--- config.mk ---
export PLATFORM = sky130hd
export DESIGN_NAME = bresenham_line_pixel_generator_unit
export DESIGN_NICKNAME = d
export VERILOG_FILES = /design/src/rtl/blpg_pkg.sv /design/src/rtl/blpg_front.sv /design/src/rtl/blpg_queue.sv /design/src/rtl/blpg_back.sv /design/src/rtl/bresenham_line_pixel_generator_unit.sv
export VERILOG_INCLUDE_DIRS = /design/src /design/src/rtl
export SDC_FILE = /design/constraint.sdc
export NUM_CORES = 1
export LEC_CHECK = 0
export BUFFER_PORTS_ARGS = -buffer_cell sky130_fd_sc_hd__buf_2
export CAP_MARGIN = 10
export CORE_ASPECT_RATIO = 0.75
export CORE_MARGIN = 2
export CORE_UTILIZATION = 43
export DETAILED_ROUTE_END_ITERATION = 10
export MAX_ROUTING_LAYER = met4
export PLACE_DENSITY = 0.65
export SLEW_MARGIN = 20
export SYNTH_ARGS = -nofsm -noshare
export SYNTH_HDL_FRONTEND = slang
export SYNTH_SLANG_ARGS = --single-unit
--- constraint.sdc ---
create_clock -name clk -period 5.7 [get_ports clk]
set_clock_uncertainty 0.05 [all_clocks]
set_input_delay 1.14 -clock clk [delete_from_list [all_inputs] [get_ports clk]]
set_output_delay 1.14 -clock clk [all_outputs]
set_load 0.02 [all_outputs]
--- src/rtl/bresenham_line_pixel_generator_unit_assert.svh ---
// Assertion macros shared by the line rasterizer modules.
// Each macro expects clk and arst_n in the scope where it is used.
`ifndef BRESENHAM_LINE_PIXEL_GENERATOR_UNIT_ASSERT_SVH
`define BRESENHAM_LINE_PIXEL_GENERATOR_UNIT_ASSERT_SVH

// Same-cycle implication.
`define BLPG_ASSERT_NOW(lbl, ante, cons, msg) \
	lbl: assert property (@(posedge clk) disable iff (!arst_n) (ante) |-> (cons)) \
		else $error(msg);

// Next-cycle implication.
`define BLPG_ASSERT_NEXT(lbl, ante, cons, msg) \
	lbl: assert property (@(posedge clk) disable iff (!arst_n) (ante) |=> (cons)) \
		else $error(msg);

`endif

--- src/rtl/blpg_pkg.sv ---
`default_nettype none

package blpg_pkg;

	localparam int unsigned COL_W = 10;
	localparam int unsigned ROW_W = 9;
	localparam int unsigned CLR_W = 8;
	localparam int unsigned ERR_W = 13;

	localparam int unsigned BLPG_QUEUE_DEPTH = 4;

	typedef enum logic {
		KIND_LINE    = 1'b0,
		KIND_ADVANCE = 1'b1
	} blpg_kind_t;

	typedef struct packed {
		logic             kind;
		logic [COL_W-1:0] start_x;
		logic [ROW_W-1:0] start_y;
		logic [COL_W-1:0] end_x;
		logic [ROW_W-1:0] end_y;
		logic [CLR_W-1:0] palette_index;
	} blpg_cmd_t;

	typedef struct packed {
		logic [COL_W-1:0] pixel_x;
		logic [ROW_W-1:0] pixel_y;
		logic [CLR_W-1:0] pixel_colour;
		logic             last;
	} blpg_pix_t;

	// Decoded item handed from the front to the back through the queue.
	typedef struct packed {
		logic                    is_line;
		logic [COL_W-1:0]        col;
		logic [ROW_W-1:0]        row;
		logic [COL_W-1:0]        major;
		logic [COL_W-1:0]        minor;
		logic signed [ERR_W-1:0] err;
		logic                    col_nz;
		logic                    col_neg;
		logic                    row_nz;
		logic                    row_neg;
		logic                    steep;
		logic [CLR_W-1:0]        colour;
	} blpg_entry_t;

endpackage

`default_nettype wire

--- src/rtl/blpg_front.sv ---
`default_nettype none

module blpg_front
	import blpg_pkg::*;
(
	input  wire logic        clk,
	input  wire logic        arst_n,
	input  wire logic        cmd_valid,
	output logic             cmd_ready,
	input  wire blpg_cmd_t   cmd,
	output logic             push_valid,
	input  wire logic        push_ready,
	output blpg_entry_t      push_entry
);

	logic              valid_s1;
	blpg_entry_t       entry_s1;
	blpg_entry_t       dec;
	logic [COL_W:0]    dx;
	logic [ROW_W:0]    dy;
	logic [COL_W-1:0]  adx;
	logic [COL_W-1:0]  ady;

	assign cmd_ready  = !valid_s1 || push_ready;
	assign push_valid = valid_s1;
	assign push_entry = entry_s1;

	// Absolute deltas, octant and initial error term of a line command.
	always_comb begin
		dx  = {1'b0, cmd.end_x} - {1'b0, cmd.start_x};
		dy  = {1'b0, cmd.end_y} - {1'b0, cmd.start_y};
		adx = dx[COL_W] ? COL_W'(-dx) : dx[COL_W-1:0];
		ady = dy[ROW_W] ? COL_W'({1'b0, -dy}) : COL_W'(dy);

		dec.is_line = (blpg_kind_t'(cmd.kind) == KIND_LINE);
		dec.col     = cmd.start_x;
		dec.row     = cmd.start_y;
		dec.steep   = ady > adx;
		dec.major   = dec.steep ? ady : adx;
		dec.minor   = dec.steep ? adx : ady;
		dec.err     = ERR_W'({dec.minor, 1'b0}) - ERR_W'(dec.major);
		dec.col_nz  = |dx;
		dec.col_neg = dx[COL_W];
		dec.row_nz  = |dy;
		dec.row_neg = dy[ROW_W];
		dec.colour  = cmd.palette_index;
	end

	always_ff @(posedge clk or negedge arst_n) begin
		if (!arst_n) begin
			valid_s1 <= 1'b0;
		end else if (cmd_ready) begin
			valid_s1 <= cmd_valid;
		end
	end

	always_ff @(posedge clk) begin
		if (cmd_valid && cmd_ready) begin
			entry_s1 <= dec;
		end
	end

endmodule

`default_nettype wire

--- src/rtl/blpg_queue.sv ---
`default_nettype none
`include "bresenham_line_pixel_generator_unit_assert.svh"

module blpg_queue
	import blpg_pkg::*;
#(
	parameter int unsigned DEPTH = BLPG_QUEUE_DEPTH
) (
	input  wire logic         clk,
	input  wire logic         arst_n,
	input  wire logic         push_valid,
	output logic              push_ready,
	input  wire blpg_entry_t  push_entry,
	output logic              pop_valid,
	input  wire logic         pop,
	output blpg_entry_t       pop_entry
);

	localparam int unsigned PTR_W = (DEPTH > 1) ? $clog2(DEPTH) : 1;
	localparam int unsigned CNT_W = $clog2(DEPTH + 1);

	blpg_entry_t       mem_q [DEPTH];
	logic [PTR_W-1:0]  wr_ptr_q;
	logic [PTR_W-1:0]  rd_ptr_q;
	logic [CNT_W-1:0]  count_q;
	logic              do_push;
	logic              do_pop;

	assign push_ready = (count_q != CNT_W'(DEPTH));
	assign pop_valid  = (count_q != '0);
	assign do_push    = push_valid && push_ready;
	assign do_pop     = pop && pop_valid;
	assign pop_entry  = mem_q[rd_ptr_q];

	always_ff @(posedge clk or negedge arst_n) begin
		if (!arst_n) begin
			wr_ptr_q <= '0;
			rd_ptr_q <= '0;
			count_q  <= '0;
		end else begin
			if (do_push) begin
				wr_ptr_q <= (wr_ptr_q == PTR_W'(DEPTH - 1)) ? '0 : wr_ptr_q + PTR_W'(1);
			end
			if (do_pop) begin
				rd_ptr_q <= (rd_ptr_q == PTR_W'(DEPTH - 1)) ? '0 : rd_ptr_q + PTR_W'(1);
			end
			if (do_push && !do_pop) begin
				count_q <= count_q + CNT_W'(1);
			end else if (do_pop && !do_push) begin
				count_q <= count_q - CNT_W'(1);
			end
		end
	end

	always_ff @(posedge clk) begin
		if (do_push) begin
			mem_q[wr_ptr_q] <= push_entry;
		end
	end

	`BLPG_ASSERT_NOW(a_count_bound, 1'b1, count_q <= CNT_W'(DEPTH), "queue count overflow")
	`BLPG_ASSERT_NEXT(a_fill_on_push, do_push && !do_pop, count_q != '0, "push lost")
	`BLPG_ASSERT_NOW(a_ptr_match, count_q == '0, wr_ptr_q == rd_ptr_q, "pointers diverge when empty")

endmodule

`default_nettype wire

--- src/rtl/blpg_back.sv ---
`default_nettype none
`include "bresenham_line_pixel_generator_unit_assert.svh"

module blpg_back
	import blpg_pkg::*;
(
	input  wire logic         clk,
	input  wire logic         arst_n,
	input  wire logic         pop_valid,
	output logic              pop,
	input  wire blpg_entry_t  pop_entry,
	output logic              pix_valid,
	input  wire logic         pix_ready,
	output blpg_pix_t         pix
);

	logic                    active_q;
	blpg_entry_t             line_q;
	logic [COL_W-1:0]        left_q;
	logic                    pix_valid_q;
	blpg_pix_t               pix_q;

	blpg_entry_t             cur;
	logic [COL_W-1:0]        left;
	logic                    run;
	logic                    emit;
	logic                    minor_step;
	logic [COL_W-1:0]        col_inc;
	logic [ROW_W-1:0]        row_inc;
	logic [COL_W-1:0]        col_next;
	logic [ROW_W-1:0]        row_next;
	logic signed [ERR_W-1:0] err_next;
	logic [COL_W-1:0]        left_next;
	blpg_entry_t             line_next;

	assign pop       = pop_valid && (!pix_valid_q || pix_ready);
	assign pix_valid = pix_valid_q;
	assign pix       = pix_q;

	// Pick the line being drawn: a fresh command or the held one.
	always_comb begin
		if (pop_entry.is_line) begin
			cur  = pop_entry;
			left = pop_entry.major;
			run  = (pop_entry.major != '0);
		end else begin
			cur  = line_q;
			left = left_q;
			run  = active_q;
		end
		emit = pop && run;
	end

	// One Bresenham step from the current pixel.
	always_comb begin
		minor_step = !cur.err[ERR_W-1];
		col_inc    = !cur.col_nz ? '0 : (cur.col_neg ? '1 : COL_W'(1));
		row_inc    = !cur.row_nz ? '0 : (cur.row_neg ? '1 : ROW_W'(1));
		col_next   = cur.col;
		row_next   = cur.row;
		if (cur.steep) begin
			row_next = cur.row + row_inc;
			if (minor_step) begin
				col_next = cur.col + col_inc;
			end
		end else begin
			col_next = cur.col + col_inc;
			if (minor_step) begin
				row_next = cur.row + row_inc;
			end
		end
		err_next  = cur.err + ERR_W'({cur.minor, 1'b0})
			- (minor_step ? ERR_W'({cur.major, 1'b0}) : '0);
		left_next = left - COL_W'(1);
		line_next     = cur;
		line_next.col = col_next;
		line_next.row = row_next;
		line_next.err = err_next;
	end

	always_ff @(posedge clk or negedge arst_n) begin
		if (!arst_n) begin
			active_q    <= 1'b0;
			pix_valid_q <= 1'b0;
		end else begin
			if (emit) begin
				active_q <= (left_next != '0);
			end else if (pop && pop_entry.is_line) begin
				active_q <= 1'b0;
			end
			if (emit) begin
				pix_valid_q <= 1'b1;
			end else if (pix_ready) begin
				pix_valid_q <= 1'b0;
			end
		end
	end

	always_ff @(posedge clk) begin
		if (emit) begin
			line_q <= line_next;
			left_q <= left_next;
			pix_q  <= '{pixel_x: cur.col, pixel_y: cur.row,
				pixel_colour: cur.colour, last: (left == COL_W'(1))};
		end
	end

	`BLPG_ASSERT_NOW(a_active_left, active_q, left_q != '0, "active line with no pixels left")
	`BLPG_ASSERT_NEXT(a_last_ends, emit && (left == COL_W'(1)), !active_q, "line runs past last")
	`BLPG_ASSERT_NEXT(a_emit_shows, emit, pix_valid_q, "emitted pixel not presented")

endmodule

`default_nettype wire

--- src/rtl/bresenham_line_pixel_generator_unit.sv ---
// Bresenham line rasterizer: one pixel per clock once a line is loaded, while
// advances arrive and pix_ready is high. A cmd transaction passes through the
// decode register, the queue and the output register before it shows on pix.
// Throughput: one cmd and (on an active line) one pix per cycle, pix_ready high.
// Reset (arst_n low, asynchronous): no line active, queue empty, pix_valid low.
`default_nettype none

module bresenham_line_pixel_generator_unit
	import blpg_pkg::*;
#(
	// Entries in the queue between the decode front and the stepping back.
	parameter int unsigned QUEUE_DEPTH = BLPG_QUEUE_DEPTH
) (
	input  wire logic       clk,
	input  wire logic       arst_n,
	input  wire logic       cmd_valid,
	output logic            cmd_ready,
	input  wire blpg_cmd_t  cmd,
	output logic            pix_valid,
	input  wire logic       pix_ready,
	output blpg_pix_t       pix
);

	// Front to queue.
	logic        push_valid;
	logic        push_ready;
	blpg_entry_t push_entry;

	// Queue to back.
	logic        pop_valid;
	logic        pop;
	blpg_entry_t pop_entry;

	// Front: take each transaction, work out the deltas, the octant and the
	// starting error term of a line command, and hold the decoded item in
	// one register stage. Advance transactions share that decode, with is_line clear.
	blpg_front u_front (
		.clk        (clk),
		.arst_n     (arst_n),
		.cmd_valid  (cmd_valid),
		.cmd_ready  (cmd_ready),
		.cmd        (cmd),
		.push_valid (push_valid),
		.push_ready (push_ready),
		.push_entry (push_entry)
	);

	// Queue: decouple decode from stepping so a stalled pixel consumer
	// does not stop the front from taking transactions until it fills.
	blpg_queue #(
		.DEPTH (QUEUE_DEPTH)
	) u_queue (
		.clk        (clk),
		.arst_n     (arst_n),
		.push_valid (push_valid),
		.push_ready (push_ready),
		.push_entry (push_entry),
		.pop_valid  (pop_valid),
		.pop        (pop),
		.pop_entry  (pop_entry)
	);

	// Back: hold the active line, emit the current pixel into the output
	// register and advance the error term and coordinates, one item a cycle
	// unless a held pixel waits on pix_ready. A new line command drops any line
	// still in progress; an advance with no line active is consumed without a pixel.
	blpg_back u_back (
		.clk        (clk),
		.arst_n     (arst_n),
		.pop_valid  (pop_valid),
		.pop        (pop),
		.pop_entry  (pop_entry),
		.pix_valid  (pix_valid),
		.pix_ready  (pix_ready),
		.pix        (pix)
	);

endmodule

`default_nettype wire

==> impl_results.md, run 1 <==
- Minimum clock period: 5830 ps
- GP Congestion: 0.863
- Number of synthesized flops with an enable pin: 414
- CP Launch Type: input port
- Iter 0 DRT Violations: 956
- Number of CTS-inserted buffers: 42
- #FFs+latches synth: 424
- Antenna diodes: 0
- Final Max Slew Viols: 0
- Mapped Nets: 1442
- Synth-to-layout area growth: 23.1%
- Placement-stage worst setup slack: -897 ps
- Clock sinks: 424
- Reg clk slew, reported paths: 60 ps
- Die width: 249 um
- Fmax: 172 MHz
- Post-synthesis area per instance: 14.8 um^2
- Outcome: complete, but fails checks
- Crit-path max FO: 10
- Post-Synthesis Cells: 1306
- Htree depth: 2
- Seq/Total Area, Yosys: 0.655
- Vias/cell: 5.14
- First-pass GRT wire length: 63700 um
- Setup crit end kind: flip-flop
- Placeable Area: 0.0446 mm^2
- Final HPWL DP: 27700 um
- Io pins: 81
- Fin nets: 1725
- Number of global-route vias before repair: 11385
- Final worst-path setup slack: -127 ps
- Std cell rows: 67
- Root Driver: clkbuf_16
- Slew @ Worst Pin: 1050 ps
- Die span in y: 188 um
- CP Data Required Time: 5940 ps
- Max-cap viol count: 0
- WL final: 40700 um
- WS Path Type: input port to flip-flop
- GRT Resource Usage Total: 0.180
- Final setup viols: 5
- DR DRC count: 0
- Dominant synthesized flop cell: edfxtp_1
- Post-route antenna net violation count: 0
- Final hold violation count: 0
- Ys async rst share: 0.0236
- Die area: 0.0468 mm^2
- Initial antenna violation count: 1
- First-pass DRT Iterations: 5
- Cell variety after synth: 70
- Max_slew headroom: 0.295
- Starting Density: 0.434
- Fraction of layout cells with a size suffix above 1: 0.319
- Warning count from the yosys run: 0
- RSZ-0062 raised after global routing: yes
- GRT overflow: 0
- Routed len/inst: 18.5 um
- Hold Path Class: input port to async pin
- Tcrit/Tclk final: 1.02
- I/O Buffers: 80
- Failing checks: negative setup slack
- Post-Syn Area: 0.0194 mm^2
- CTS Buffer Depth: 3
- Vias: 11342
- Worst EP arrival: 6070 ps
- Hold WS: 404 ps
- Clk_lat worst skew: 560 ps
- Largest net degree at the start of global routing: 65
- TritonCTS clock tree: built
-- kinds of logic after synthesis --
family,Yosys count,share of synthesized area
xor gates and xnor gates,77,0.0360
adders and majority gates,87,0.0621
buffers and inverters,129,0.0278
muxes,89,0.0873
DFF,424,0.655
AOI/OAI and AO/OA,160,0.0565
and+or+nand+nor,340,0.0754
-- final timing paths --
check	from	endpoint	slack (ps)	depth (start not counted)
min in group clk	u_front.push_entry[32]	u_queue.mem_q[1][32]	430	0
setup reg to reg	u_queue.rd_ptr_q[1]	u_back.line_q[25]	750	18
setup / recovery	cmd[8]	u_front.push_entry[22]	-130	28
hold / removal	arst_n	u_queue.count_q[2]	400	1
hold reg to reg	u_front.push_entry[32]	u_queue.mem_q[1][32]	430	0
max in group asynchronous	arst_n	u_queue.rd_ptr_q[0]	4960	1
-- state kept, by name, summed over array words and instances, names as in the netlist --
signal,flops
u_back.line_q,64
u_back.left_q,10
u_back.pix,20
u_queue.rd_ptr_q,2
u_queue.mem_q,256
u_queue.wr_ptr_q,2
u_back.active_q,1
u_back.pix_valid,1
u_front.push_entry,64
u_queue.count_q,3
u_front.push_valid,1
-- metrics by stage --
step / cells / utilization / setup TNS (ps) / area (um^2)
2_1_floorplan: 1306 / - / -2220 / 19600
3_3_place_gp: 2103 / 0.490 / -5090 / 21800
3_5_place_dp: 2103 / 0.490 / -6770 / 21800
4_1_cts: 2200 / 0.529 / -142 / 23600
5_1_grt: 2208 / 0.535 / -2510 / 23800
6_report: 2208 / 0.535 / -312 / 23800
-- area by class of cell --
cell class	instances	area (um^2)
flip-flops and latches	424	12700
clock inverters	22	256
inverters	85	324
fillers	3638	20800
clock buffers	55	1150
multi-input cells	753	6700
well taps	586	733
repair buffers	283	1990
-- synthesized netlist by cell type, types with 11 or more instances --
cell type | number | share of area
edfxtp_1 | 414 | 0.64
nand2_1 | 209 | 0.041
inv_1 | 84 | 0.016
ha_1 | 69 | 0.045
mux4_2 | 63 | 0.073
xnor2_1 | 54 | 0.024
nor2_1 | 52 | 0.010
a21oi_1 | 44 | 0.011
clkbuf_1 | 25 | 0.0048
o21ai_0 | 24 | 0.0062
xor2_1 | 21 | 0.0095
fa_1 | 16 | 0.017
mux2i_1 | 16 | 0.0083
a21o_1 | 14 | 0.0054
nor3_1 | 14 | 0.0036
and2_1 | 13 | 0.0042
o21bai_1 | 13 | 0.0050
nand3_1 | 11 | 0.0028
nor2b_1 | 11 | 0.0036
-- timing repair --
action | 4_1_cts | 5_1_grt
pin swaps | 23 | 27
resized for setup | 40 | 37
endpoints found under the hold margin | 0 | 0
hold buffers | 0 | 0
setup endpoints to repair | 7 | 9
buffers inserted | 20 | 9
-- worst max-delay path, stage by stage --
cell and delay [ps]:
buf_6 100, inv_4 50, ha_4 130, inv_2 30
fa_2 330, a21o_1 220, a21oi_2 190, xnor2_2 90
buf_4 160, nor4_4 260, a21oi_2 100, xnor2_1 240
inv_1 100, ha_1 310, nand2_2 90, a211oi_2 50
a221oi_2 240, a41o_1 180, nand2_2 80, a21o_4 250
buf_4 200, a211oi_4 220, o31ai_2 100, nor4_1 300
o22ai_1 160, a2111o_1 380, a41o_1 250, xor2_1 150
-- routing by layer --
metal | global-route usage | part of all wire
met1 | 0.261 | 0.48
met2 | 0.268 | 0.45
met3 | 0.0303 | 0.047
met4 | 0.0389 | 0.017
met5 | - | 0
-- cell usage in the layout, fill, tap and decap left out, types with 11 or more instances in the layout --
cell / count
ha_1: 54
a21oi_1: 35
mux4_2: 63
edfxtp_1: 414
buf_2: 75
ha_4: 11
mux2i_1: 13
o21ai_0: 20
clkbuf_16: 43
fa_1: 14
o21bai_1: 13
xnor2_1: 46
buf_4: 200
xor2_1: 18
nor2_1: 48
nand2_1: 207
inv_1: 76
a21o_1: 13
nor3_1: 11
Power of run 1 is left out: the tool's default activity adds up to more than one toggle a clock period on the data nets, which glitch-free logic cannot reach.
==> inputs of run 2 (changes only) <==
--- a/config.mk
+++ b/config.mk
@@ -12,8 +12,8 @@
 export CORE_MARGIN = 2
 export CORE_UTILIZATION = 43
 export DETAILED_ROUTE_END_ITERATION = 10
-export MAX_ROUTING_LAYER = met4
 export PLACE_DENSITY = 0.65
+export SKIP_LAST_GASP = 1
 export SLEW_MARGIN = 20
 export SYNTH_ARGS = -nofsm -noshare
 export SYNTH_HDL_FRONTEND = slang
==> run 2 against run 1 <==
- the run still ends with negative setup slack left
- via count shrank 0.16%
- core utilization down 0.29 points
- final cell count down 0.82%
- fmax increased by 0.62%
- sequential cell count unchanged
- die area unchanged
- non-clock buffer count decreased by 16
- setup slack gained 36 ps
- register-to-register slack about the same
- global-route usage down 0.65 points
- clock-buffer cell count decreased by 5
- largest cell class unchanged
==> impl_results.md, run 2 (synthesis gave the netlist of run 1 again) <==
- Final HPWL DP: 27500 um (-0.52%)
- Root Driver: clkbuf_16
- Post-route antenna net violation count: 0 (unchanged)
- Most flops, register: u_queue.mem_q
- Met3 Use GR: 0.0268 (-0.00347)
- Starting Density: 0.434 (unchanged)
- CP Data Required Time: 5960 ps (+20 ps)
- M1 GR Usage: 0.256 (-0.00552)
- Crit-path max FO: 6 (-4)
- Max reg flops: 256 (unchanged)
- Clock sinks: 424 (unchanged)
- Critical R2R Launch: u_queue.rd_ptr_q[0]
- Io pins: 81 (unchanged)
- R2r setup slk: 740 ps (about the same)
- Fin area: 0.0237 mm^2 (-0.55%)
- GP Congestion: 0.846 (-2.0%)
- Number of fill cells: 3609 (-0.80%)
- GRT overflow: 0 (unchanged)
- CTS Buffer Depth: 3 (unchanged)
- Vias: 11324 (-0.16%)
- GRT Resource Usage Total: 0.173 (-0.00651)
- Vias/cell: 5.17 (+0.66%)
- Critical R2R Capture: u_back.line_q[25]
- Minimum clock period: 5790 ps (-35.7 ps)
- CTS hold repair buffers: 0 (unchanged)
- Antenna diodes: 0 (unchanged)
- Max_slew headroom: 0.301 (+0.00596)
- RSZ-0062 raised after global routing: yes
- Largest net degree at the start of global routing: 73 (+12%)
- Die span in y: 188 um (unchanged)
- Number of CTS-inserted buffers: 42 (unchanged)
- Most common cell after layout, fill and taps aside: edfxtp_1
- I/O Buffers: 80 (unchanged)
- WL final: 40100 um (-1.5%)
- First-pass GRT wire length: 62900 um (-1.3%)
- Tcrit/Tclk final: 1.02 (-0.00627)
- Final Max Slew Viols: 0 (unchanged)
- Gr busiest metal: met2
- Met2 Use GR: 0.271 (+0.00345)
- Final hold violation count: 0 (unchanged)
- Setup TNS: -260 ps (+52.7 ps)
- TritonCTS clock tree: built
- Worst EP arrival: 6050 ps (-20 ps)
- Std cell rows: 67 (unchanged)
- Slowest library cell on the worst path: a211o_1
- Routed len/inst: 18.3 um (-0.69%)
- Most frequent cells in the layout: 414 x edfxtp_1, 207 x nand2_1, 181 x buf_4
- Fmax: 173 MHz (+0.62%)
- Iter 0 DRT Violations: 820 (-14%)
- Hold Path Class: input port to async pin
- CP Launch Type: input port
- Failing checks: negative setup slack
- Outcome: complete, but fails checks
- Clk_lat worst skew: 560 ps (about the same)
- Reg clk slew, reported paths: 60 ps (about the same)
- Die area: 0.0468 mm^2 (unchanged)
- Setup crit end kind: flip-flop
- Max-cap viol count: 0 (unchanged)
- CP peak stage delay: 370 ps (about the same)
- First-pass DRT Iterations: 5 (unchanged)
- Synth-to-layout area growth: 22.4%
- Placeable Area: 0.0446 mm^2 (unchanged)
- Final setup viols: 5 (unchanged)
- Fraction of layout cells with a size suffix above 1: 0.317 (-0.00265)
- Fin nets: 1709 (-0.93%)
- Final worst-path setup slack: -91.1 ps (+35.7 ps)
- Die width: 249 um (unchanged)
- WS Path Type: input port to flip-flop
- Htree depth: 2 (unchanged)
- Worst Reg-to-Reg Cells: 17 (-1)
- Slew @ Worst Pin: 1050 ps (-8.90 ps)
- Post-DP Area: 0.0218 mm^2 (-0.10%)
- Number of global-route vias before repair: 11512 (+1.1%)
- DR DRC count: 0 (unchanged)
- Initial antenna violation count: 0 (-1)
- Final cell count without fillers: 2190 (-0.82%)
- Number of placed instances, taps included: 2100 (-0.14%)
[run 2: final cells by class]
class,count,area (um^2),area share
timing repair buffer,267,1890,0.0796
sequential,424,12700,0.535
inverter,85,324,0.0137
clock buffer,50,1090,0.0460
tap,586,733,0.0309
multi-input combinational,753,6750,0.285
clock inverter,25,236,0.00997
[run 2: per-layer routing]
metal  part of all wire  up-vias
met5                  0        -
met4              0.020        0
met3              0.052       65
met2               0.46      283
met1               0.47     5604
li1                   -     5372
[run 2: worst max path at each step]
stage	to	slack, ps	start	depth (start not counted)
2_1_floorplan	u_front.push_entry[23]	-490	cmd[20]	26
4_1_cts	u_front.push_entry[21]	-40	cmd[39]	26
5_1_grt	u_front.push_entry[23]	-360	cmd[28]	27
3_3_place_gp	u_front.push_entry[22]	-680	cmd[8]	27
6_report	u_front.push_entry[23]	-90	cmd[8]	29
3_5_place_dp	u_front.push_entry[22]	-840	cmd[8]	27
[run 2: critical path, delay by kind of cell]
family,cells,cell delay (ps)
xor+xnor,3,500
compound gates,12,2400
mux,1,210
fa+ha+maj,4,890
simple gates,4,490
buf+inv,5,400
[run 2: what timing repair did]
item,in CTS,in global routing
setup endpoints to repair,7,9
setup buffers,6,9
cloned,0,1
pin swaps,32,41
endpoints found under the hold margin,0,0
resized for setup,37,53
[run 2: stage by stage]
| step | setup WS, ps | hold slack, ps | util |
|---|---|---|---|
| after floorplan | -493 | 397 | - |
| after global placement | -682 | 420 | 0.489 |
| after detailed placement | -841 | 432 | 0.489 |
| after CTS | -39.0 | 383 | 0.524 |
| after global routing | -359 | 411 | 0.532 |
| final | -91.1 | 403 | 0.532 |
Power of run 2 is left out for the same reason.
